**config.mk**
```make
export PLATFORM = sky130hd
export DESIGN_NAME = hpsa_ctrl
export DESIGN_NICKNAME = d
export VERILOG_FILES = /design/src/sv/hpsa_pkg.sv /design/src/sv/hpsa_ctrl.sv
export SDC_FILE = /design/constraint.sdc
export NUM_CORES = 1
export LEC_CHECK = 0
export BUFFER_PORTS_ARGS = -buffer_cell sky130_fd_sc_hd__buf_4
export CAP_MARGIN = 20
export CORE_MARGIN = 4
export CORE_UTILIZATION = 51
export DETAILED_ROUTE_END_ITERATION = 10
export PLACE_DENSITY_LB_ADDON = 0.3
export SYNTH_ARGS = -nofsm -noshare
export SYNTH_HDL_FRONTEND = slang
export SYNTH_SLANG_ARGS = --single-unit
```
**constraint.sdc**
```tcl
create_clock -name clk -period 1.6 [get_ports clk]
set_input_delay 0.16 -clock clk [delete_from_list [all_inputs] [get_ports clk]]
set_output_delay 0.16 -clock clk [all_outputs]
set_load 0.01 [all_outputs]
```
**src/sv/hpsa_pkg.sv**
```systemverilog
package hpsa_pkg;

  localparam logic signed [33:0] LIM = 34'sh0_FFFF_FFFF;
  localparam logic [62:0] ACC_MAX = {63{1'b1}};
  localparam logic [31:0] COUNT_MAX = 32'hFFFF_FFFF;

  typedef enum logic [2:0] {
    CFG_SPOT_START  = 3'd0,
    CFG_VAR_START   = 3'd1,
    CFG_STRIKE      = 3'd2,
    CFG_DRIFT       = 3'd3,
    CFG_REVERSION   = 3'd4,
    CFG_VAR_TARGET  = 3'd5,
    CFG_VOL_OF_VOL  = 3'd6,
    CFG_SQRT_STEP   = 3'd7
  } cfg_reg_t;

  typedef enum logic [3:0] {
    MUL_DWV = 4'd0,
    MUL_DWI = 4'd1,
    MUL_T1  = 4'd2,
    MUL_DWS = 4'd3,
    MUL_DVA = 4'd4,
    MUL_VB  = 4'd5,
    MUL_DV  = 4'd6,
    MUL_DSD = 4'd7,
    MUL_E   = 4'd8,
    MUL_DS  = 4'd9
  } mul_op_t;

  typedef enum logic [6:0] {
    ST_IDLE   = 7'b0000001,
    ST_SQ_C   = 7'b0000010,
    ST_SQ_V   = 7'b0000100,
    ST_MUL    = 7'b0001000,
    ST_UPDATE = 7'b0010000,
    ST_PAYOFF = 7'b0100000,
    ST_EMIT   = 7'b1000000
  } state_t;

  typedef struct packed {
    logic    capture;
    logic    store_c;
    logic    store_sv;
    logic    mul_issue;
    logic    mul_write;
    mul_op_t mul_op;
    logic    update;
    logic    payoff;
    logic    emit;
  } cmd_t;

  typedef struct packed {
    logic sq_done;
    logic pend;
    logic rend;
    logic out_free;
  } status_t;

  function automatic logic signed [32:0] clamp_lim(input logic signed [33:0] x);
    logic signed [33:0] r;
    r = x;
    if (x > LIM) r = LIM;
    if (x < -LIM) r = -LIM;
    return r[32:0];
  endfunction

endpackage

```
**src/sv/hpsa_ctrl.sv**
```systemverilog
module hpsa_ctrl (
  input  logic              clk,
  input  logic              rst,
  input  logic              in_valid,
  output logic              in_ready,
  input  hpsa_pkg::status_t status,
  output hpsa_pkg::cmd_t    cmd
);

  hpsa_pkg::state_t  state, state_next;
  hpsa_pkg::mul_op_t op, op_next;
  logic              phase, phase_next;

  assign in_ready = (state == hpsa_pkg::ST_IDLE);

  always_comb begin
    state_next = state;
    op_next    = op;
    phase_next = phase;
    cmd        = '0;
    cmd.mul_op = op;
    case (state)
      hpsa_pkg::ST_IDLE: begin
        if (in_valid) begin
          cmd.capture = 1'b1;
          state_next  = hpsa_pkg::ST_SQ_C;
        end
      end
      hpsa_pkg::ST_SQ_C: begin
        if (status.sq_done) begin
          cmd.store_c = 1'b1;
          state_next  = hpsa_pkg::ST_SQ_V;
        end
      end
      hpsa_pkg::ST_SQ_V: begin
        if (status.sq_done) begin
          cmd.store_sv = 1'b1;
          op_next      = hpsa_pkg::MUL_DWV;
          phase_next   = 1'b0;
          state_next   = hpsa_pkg::ST_MUL;
        end
      end
      hpsa_pkg::ST_MUL: begin
        if (!phase) begin
          cmd.mul_issue = 1'b1;
          phase_next    = 1'b1;
        end else begin
          cmd.mul_write = 1'b1;
          phase_next    = 1'b0;
          if (op == hpsa_pkg::MUL_DS) state_next = hpsa_pkg::ST_UPDATE;
          else op_next = hpsa_pkg::mul_op_t'(op + 4'd1);
        end
      end
      hpsa_pkg::ST_UPDATE: begin
        cmd.update = 1'b1;
        state_next = (status.pend || status.rend) ? hpsa_pkg::ST_PAYOFF : hpsa_pkg::ST_IDLE;
      end
      hpsa_pkg::ST_PAYOFF: begin
        cmd.payoff = 1'b1;
        state_next = status.rend ? hpsa_pkg::ST_EMIT : hpsa_pkg::ST_IDLE;
      end
      hpsa_pkg::ST_EMIT: begin
        if (status.out_free) begin
          cmd.emit   = 1'b1;
          state_next = hpsa_pkg::ST_IDLE;
        end
      end
      default: state_next = hpsa_pkg::ST_IDLE;
    endcase
  end

  always_ff @(posedge clk) begin
    if (rst) begin
      state <= hpsa_pkg::ST_IDLE;
      op    <= hpsa_pkg::MUL_DWV;
      phase <= 1'b0;
    end else begin
      state <= state_next;
      op    <= op_next;
      phase <= phase_next;
    end
  end

endmodule

```
==> results of run 1 <==
-- sequential cells by signal (all words and copies together), names as in the netlist --
signal,cells
op,4
state,7
phase,1
-- worst max-delay path: stages, from the launching register on --
cell and delay (ps):
dfxtp_4 370, nor3_4 260, nand2_2 130, nor3b_2 190, and2_1 150, buf_4 110
-- placed cells by master, fill, tap and decap left out, types with 3 or more instances in the layout --
master / synthesis / final
a21oi_1: 6 / 6
buf_4: 3 / 31
clkbuf_4: 0 / 3
dfxtp_1: 12 / 5
dfxtp_2: 0 / 6
inv_1: 4 / 3
nand2_1: 6 / 5
nand2b_1: 5 / 5
nand3_1: 4 / 3
nor2_1: 11 / 11
nor3b_1: 4 / 3
o21ai_0: 3 / 3
xor2_1: 4 / 4
-- metrics by stage --
step	power, mW	hold WS, ps	instance area, µm²
final	0.680	114	1140
after floorplan	0.414	312	845
after detailed placement	0.448	411	981
after global routing	0.722	107	1140
after global placement	0.447	404	981
after CTS	0.654	114	1070
-- worst max path at each step --
| stage | start | endpoint | slack (ps) | depth (start not counted) |
|---|---|---|---|---|
| after floorplan | state[2] | cmd[11] | 80 | 5 |
| after global placement | state[6] | cmd[10] | 120 | 4 |
| after detailed placement | state[6] | cmd[11] | 70 | 5 |
| after CTS | state[4] | cmd[11] | -10 | 5 |
| after global routing | state[4] | cmd[11] | -170 | 5 |
| final | state[4] | cmd[11] | -60 | 5 |
-- cells by family (layout without fill, tap and decap cells) --
group	Yosys count	after routing	share of synthesized area (%)
XOR/XNOR	4	4	4.15
AO/OA/AOI/OAI	22	22	18.1
AND/OR/NAND/NOR	53	53	36.2
flip-flops	12	12	28.4
buffers and inverters	10	38	8.44
multiplexers	1	1	1.78
adder cells (fa/ha/maj)	2	2	2.96
-- layer usage --
metal	track usage, %	wire length [µm]	part of all wire [%]	up-vias
met2	30.7	1080	48	30
li1	-	-	-	438
met5	0	0	0	-
met1	24.1	1020	45	430
met3	5.83	119	5.2	9
met4	7.62	44	1.9	0
-- power by group through the flow --
stage	Clock [mW]	Sequential, mW	Combinational, mW
2_1_floorplan	0	0.321	0.0925
6_report	0.192	0.323	0.165
3_3_place_gp	0	0.324	0.123
3_5_place_dp	0	0.324	0.124
5_1_grt	0.217	0.325	0.179
4_1_cts	0.196	0.318	0.140
-- what timing repair did --
item | 4_1_cts | 5_1_grt
pin swaps | 3 | 2
resized for setup | 7 | 15
hold buffers | 0 | 0
buffers inserted | 5 | 3
setup endpoints to repair | 5 | 10
-- cell type report --
class / instances / area share (%)
inverter: 4 / 1.31
tap: 16 / 1.75
multi-input combinational: 82 / 52.6
timing repair buffer: 31 / 20.4
clock buffer: 3 / 1.97
sequential: 12 / 22.0
==> impl_metrics.json, run 1 <==
{
  "status": "finished with violations",
  "violations": "setup timing",
  "grt_pass1_vias": 818,
  "worst_pin_slew_ps": 282,
  "fin_tns_setup_ps": -57.7,
  "swShare_pct": 29.7,
  "start_util_pct": 54.8,
  "syn_nets": 113,
  "max_freq_ghz": 0.604,
  "worstSetupStartpointType": "register",
  "end_kind": "primary output",
  "maxSlewViolCount": 0,
  "reg2reg_from": "state[4]",
  "grt_pass1_wl_um": 3710,
  "grt_start_max_net_pins": 11,
  "vias": 907,
  "syn_area_um2": 845,
  "path_clk_slew_ps": 70,
  "htree_levels": 1,
  "yosysWarnings": 0,
  "final_cells": 148,
  "async_reset_ff_share_pct": 0,
  "synth_cell_type_count": 42,
  "antenna_found_initial": 0,
  "cts_tree": "yes",
  "hold_violations": 0,
  "postSynthAreaPerCell_um2": 8.12,
  "finalCritPeriodShare_pct": 103,
  "whs_path_depth": 2,
  "synth_cells": 104,
  "vdd_drop_max_mv": 0.453,
  "die_w_um": 48.7,
  "dieArea_mm2": 0.00237,
  "dp_hpwl_um": 1400,
  "floorplan.rows": 14,
  "portBuffers": 19,
  "reg2reg_to": "op[1]",
  "leakage_nw": 0.487,
  "die_y_um": 48.7,
  "synth_edf_count": 0,
  "synthTopCellsByArea": "dfxtp_1, nor2_1, xor2_1, buf_6, nand2b_1",
  "wl_um": 2270,
  "synth_seq_area_share_pct": 28.4,
  "overflow": 0,
  "synth.most_common_cell": "dfxtp_1",
  "numCtsBuffers": 3,
  "multi_input_area_um2": 602,
  "yosys.area.top_type": "dfxtp_1",
  "power_density_mw_per_mm2": 594,
  "rsz0062_at_grt": "true",
  "cts-root-buf": "clkbuf_4",
  "insertion_delay_ps": 280,
  "maxSlewHeadroom_pct": 81.2,
  "drcViolationCount": 0,
  "critPathKind": "reg2out",
  "synth_top_cell_area_share_pct": 28.4,
  "holdPathEnd": "state[2]",
  "core_area_mm2": 0.00154,
  "period_needed_ps": 1660,
  "numClockSinks": 12,
  "n_antenna_cell": 0,
  "final.setup.worst_slack_ps": -55.1,
  "skew_ps": 1.13,
  "pwr-share-comb_pct": 24.2,
  "synth-seq-cells": 12,
  "required_ps": 1440,
  "critPathArrivalTime_ps": 1500,
  "drt-initial-drc-count": 35,
  "seqPwrFrac_pct": 47.6,
  "firstDrtPassIters": 5,
  "syn2layout_area_growth_pct": 35.4,
  "regArea_um2": 251,
  "hold_class": "in2reg",
  "synth_commonest_cells": "dfxtp_1, nor2_1, a21oi_1, nand2_1, nand2b_1",
  "avgRoutedWirePerCell_um": 15.3,
  "drv_cap": 0,
  "p_sw_mw": 0.202,
  "clockBufferDepth": 2,
  "fin_util_pct": 74.2,
  "gr-usage-all-layers_pct": 19.3,
  "regToRegSetupSlack_ps": 40,
  "fin_nets": 143,
  "gp_congestion": 0.883,
  "io_pins": 20,
  "critPathMaxFanout": 4,
  "r2r_cells": 7,
  "ant_nets": 0,
  "dp.cells": 137,
  "post_drt_via_cell_ratio": 6.13,
  "drive_gt1_share_pct": 44.7,
  "p_int_mw": 0.478,
  "pre_cts_slack_ps": 73.8,
  "min_from": "rst",
  "clock_power_share_pct": 28.2,
  "ys.flop_type": "dfxtp_1",
  "setup_viol": 2,
  "nFillCells": 110
}
(Power assumes the default switching activity.)
==> run 2, diff against run 1 <==
--- a/config.mk
+++ b/config.mk
@@ -8,7 +8,7 @@
 export BUFFER_PORTS_ARGS = -buffer_cell sky130_fd_sc_hd__buf_4
 export CAP_MARGIN = 20
 export CORE_MARGIN = 4
-export CORE_UTILIZATION = 51
+export CORE_UTILIZATION = 40
 export DETAILED_ROUTE_END_ITERATION = 10
 export PLACE_DENSITY_LB_ADDON = 0.3
 export SYNTH_ARGS = -nofsm -noshare
==> impl_metrics.json, run 2 (synthesis results as in run 1) <==
{
  "status": "finished with violations",
  "violations": "setup timing",
  "postLayoutCellArea_mm2": 0.00115,
  "critPathKind": "reg2out",
  "die_w_um": 54.0,
  "rsz0062_at_grt": "true",
  "r2r_cells": 7,
  "grt_start_max_net_pins": 12,
  "dieArea_mm2": 0.00291,
  "period_needed_ps": 1630,
  "critPathMaxFanout": 4,
  "required_ps": 1440,
  "dp_hpwl_um": 1520,
  "end_kind": "primary output",
  "path_clk_slew_ps": 80,
  "regMostFlops": "state",
  "floorplan.rows": 16,
  "worstSetupStartpointType": "register",
  "hold_violations": 0,
  "drcViolationCount": 0,
  "htree_levels": 1,
  "power_density_mw_per_mm2": 632,
  "vdd_drop_max_mv": 0.488,
  "n_antenna_cell": 0,
  "grt_pass1_wl_um": 3400,
  "numCtsBuffers": 3,
  "maxSlewViolCount": 0,
  "hold_buffers": 0,
  "post_drt_via_cell_ratio": 5.37,
  "portBuffers": 19,
  "largest_reg_flops": 7,
  "cts-root-buf": "clkbuf_4",
  "max_freq_ghz": 0.615,
  "maxSlewHeadroom_pct": 79.5,
  "fin_util_pct": 57.8,
  "drv_cap": 0,
  "drive_gt1_share_pct": 45.0,
  "finalCritPeriodShare_pct": 102,
  "hold_class": "in2reg",
  "vias": 848,
  "final.setup.worst_slack_ps": -27.2,
  "wl_um": 2190,
  "fin_nets": 141,
  "cts_tree": "yes",
  "core_area_mm2": 0.00198,
  "setup_viol": 1,
  "post_dp_cell_area_mm2": 0.00100,
  "firstDrtPassIters": 4,
  "worst_pin_slew_ps": 307,
  "ant_nets": 0,
  "layout_common_cells": "buf_4, nor2_1, a21oi_1, dfxtp_2",
  "gr-usage-all-layers_pct": 16.1,
  "whs_path_depth": 2,
  "avgRoutedWirePerCell_um": 13.9,
  "io_pins": 20,
  "leakage_nw": 0.487,
  "numClockSinks": 12,
  "antenna_found_initial": 0,
  "critPathArrivalTime_ps": 1470,
  "drt-initial-drc-count": 12,
  "start_util_pct": 42.6,
  "overflow": 0,
  "final_common_cell": "buf_4",
  "nFillCells": 181,
  "grt_pass1_vias": 782,
  "fin_tns_setup_ps": -27.2,
  "die_y_um": 54.0,
  "insertion_delay_ps": 280,
  "clockBufferDepth": 2,
  "syn2layout_area_growth_pct": 35.7,
  "top_regs": "state: 7 flops, op: 4 flops, phase: 1 flops",
  "gp_congestion": 0.815,
  "skew_ps": 5.32
}
==> run 2: metal layers <==
| layer | vias up | global-route usage (%) | part of all wire [%] |
|---|---|---|---|
| met5 | - | 0 | 0 |
| met4 | 0 | 2.98 | 1.0 |
| met3 | 4 | 6.09 | 5.0 |
| met2 | 20 | 25.6 | 47 |
| met1 | 397 | 20.7 | 47 |
| li1 | 427 | - | - |
==> run 2: area by class of cell <==
cell class                      count  area, µm²  area share [%]
Inverter                            4       15.0            1.31
Clock buffer                        4       36.3            3.17
Timing Repair Buffer               29        221            19.3
Tap cell                           27       33.8            2.95
Multi-Input combinational cell     82        588            51.3
Sequential cell                    12        251            21.9
==> run 2: what timing repair did <==
item / 4_1_cts / 5_1_grt
endpoints found under the hold margin: 0 / 0
resized for setup: 7 / 14
gates cloned: 0 / 0
endpoints found under the setup margin: 6 / 14
pin swaps: 3 / 5
buffers inserted: 3 / 2
==> run 2: stage by stage <==
step	total power, mW	instances	setup WS [ps]	hold slack [ps]
final	0.725	158	-27.2	116
after global routing	0.763	158	-111	110
after CTS	0.710	156	-19.4	111
after detailed placement	0.451	149	45.3	405
after global placement	0.450	149	79.8	400
after floorplan	0.414	104	78.5	312
==> run 2: where the power goes <==
group          internal [mW]  total (mW)  switching (mW)
clock                  0.138       0.242           0.104
combinational         0.0810       0.159          0.0785
sequential             0.305       0.323          0.0181
total                  0.524       0.725           0.201
==> run 2: worst max-delay path, cell delays in order (launching register included) <==
cell and delay, ps:
dfxtp_2 340, nor3_4 240, nand2_2 120, nor3b_2 220
and2_1 150, buf_4 110
==> run 2: final timing paths <==
path | startpoint | end | slack, ps
worst max-delay path | state[5] | cmd[11] | -30
worst min-delay path | rst | state[3] | 120
worst max register to register | op[1] | op[1] | 70
worst min register to register | op[3] | state[4] | 560
==> run 3, diff against run 2 <==
==> constraint.sdc (replaced) <==
create_clock -name clk -period 1.6 [get_ports clk]
set_input_delay 0.16 -clock clk [delete_from_list [all_inputs] [get_ports clk]]
set_output_delay 0.16 -clock clk [all_outputs]
set_load 0.1 [all_outputs]
==> impl_metrics.json, run 3 (synthesis results as in run 1) <==
{
  "final_common_cell": "buf_4",
  "hold_buffers": 0,
  "io_pins": 20,
  "grt_pass1_vias": 922,
  "gp_congestion": 0.799,
  "grt_pass1_wl_um": 3940,
  "dp.cells": 152,
  "critPathMaxFanout": 3,
  "fin_util_pct": 71.8,
  "cts_tree": "yes",
  "gr-usage-met3_pct": 2.77,
  "p_total_mw": 0.823,
  "skew_ps": 3.27,
  "antenna_found_initial": 0,
  "met2_usage_pct": 33.5,
  "layout_common_cells": "buf_4, nor2_1, buf_12",
  "numClockSinks": 12,
  "dieArea_mm2": 0.00291,
  "critPathKind": "reg2out",
  "ant_nets": 0,
  "final.setup.worst_slack_ps": -139,
  "final_cells": 168,
  "period_needed_ps": 1740,
  "fin_nets": 151,
  "fin_tns_setup_ps": -581,
  "post_dp_cell_area_mm2": 0.00112,
  "die_w_um": 54.0,
  "multi_input_area_um2": 683,
  "busiest_layer": "met2",
  "avgRoutedWirePerCell_um": 14.8,
  "rsz0062_at_grt": "true",
  "worst_pin_slew_ps": 316,
  "regArea_um2": 269,
  "largest_reg_flops": 7,
  "pre_cts_slack_ps": 71.0,
  "hold_violations": 0,
  "top_regs": "state: 7 flops, op: 4 flops, phase: 1 flops",
  "htree_levels": 1,
  "maxSlewViolCount": 0,
  "portBuffers": 19,
  "power_density_mw_per_mm2": 578,
  "hold_class": "in2reg",
  "leakage_nw": 0.555,
  "insertion_delay_ps": 280,
  "violations": "setup timing",
  "grt_start_max_net_pins": 9,
  "regMostFlops": "state",
  "dp_hpwl_um": 1640,
  "start_util_pct": 42.6,
  "cts-root-buf": "clkbuf_4",
  "vdd_drop_max_mv": 0.524,
  "post_drt_via_cell_ratio": 5.39,
  "finalCritPeriodShare_pct": 109,
  "critPathArrivalTime_ps": 1580,
  "path_clk_slew_ps": 70,
  "required_ps": 1440,
  "vias": 905,
  "die_y_um": 54.0,
  "overflow": 0,
  "gr-usage-all-layers_pct": 19.0,
  "setup_viol": 8,
  "nFillCells": 147,
  "core_area_mm2": 0.00198,
  "grt_util_met1_pct": 21.4,
  "numCtsBuffers": 3,
  "drcViolationCount": 0,
  "firstDrtPassIters": 4,
  "clockBufferDepth": 2,
  "end_kind": "primary output",
  "wl_um": 2480,
  "drive_gt1_share_pct": 56.0,
  "max_freq_ghz": 0.575,
  "status": "finished with violations",
  "n_antenna_cell": 0,
  "floorplan.rows": 16,
  "postLayoutCellArea_mm2": 0.00142,
  "worstSetupStartpointType": "register",
  "syn2layout_area_growth_pct": 68.4,
  "drt-initial-drc-count": 16,
  "holdWs_ps": 92.9,
  "maxSlewHeadroom_pct": 78.9,
  "drv_cap": 0
}
## run 3: worst paths after layout
check / start / end / slack, ps / cells past startpoint
worst max-delay path: state[6] / cmd[11] / -140 / 5
worst min-delay path: rst / state[2] / 90 / 2
worst max register to register: state[6] / state[3] / 60 / 7
worst min register to register: state[3] / state[3] / 520 / 2
## run 3: area by class of cell
| type | count | area share [%] |
|---|---|---|
| multi-input cells | 82 | 48.0 |
| repair buffers | 39 | 27.5 |
| flip-flops and latches | 12 | 18.9 |
| well taps | 27 | 2.37 |
| clock buffers | 4 | 1.85 |
| inverters | 4 | 1.32 |
## run 3: worst max-delay path, cell delays in order, from the launching register on
cell and delay, ps:
dfxtp_2 340, nor3_4 290, nand2_4 110, nor3b_4 210, and2_4 180, buf_12 160
## run 3: routing by layer
metal	vias to the layer above	routed length, µm
li1	448	-
met1	424	1020
met2	28	1280
met3	5	130
met4	0	51
met5	-	0
## run 3: what timing repair did
| item | 4_1_cts | 5_1_grt |
|---|---|---|
| pin swaps | 14 | 6 |
| setup buffers | 7 | 5 |
| setup endpoints to repair | 9 | 11 |
| gates resized for setup | 38 | 7 |
## run 3: where the power goes
group	internal (mW)	leakage, nW	switching, mW
Clock	0.0970	0.0150	0.109
Combinational	0.133	0.436	0.170
Sequential	0.298	0.104	0.0166
Total	0.527	0.555	0.295
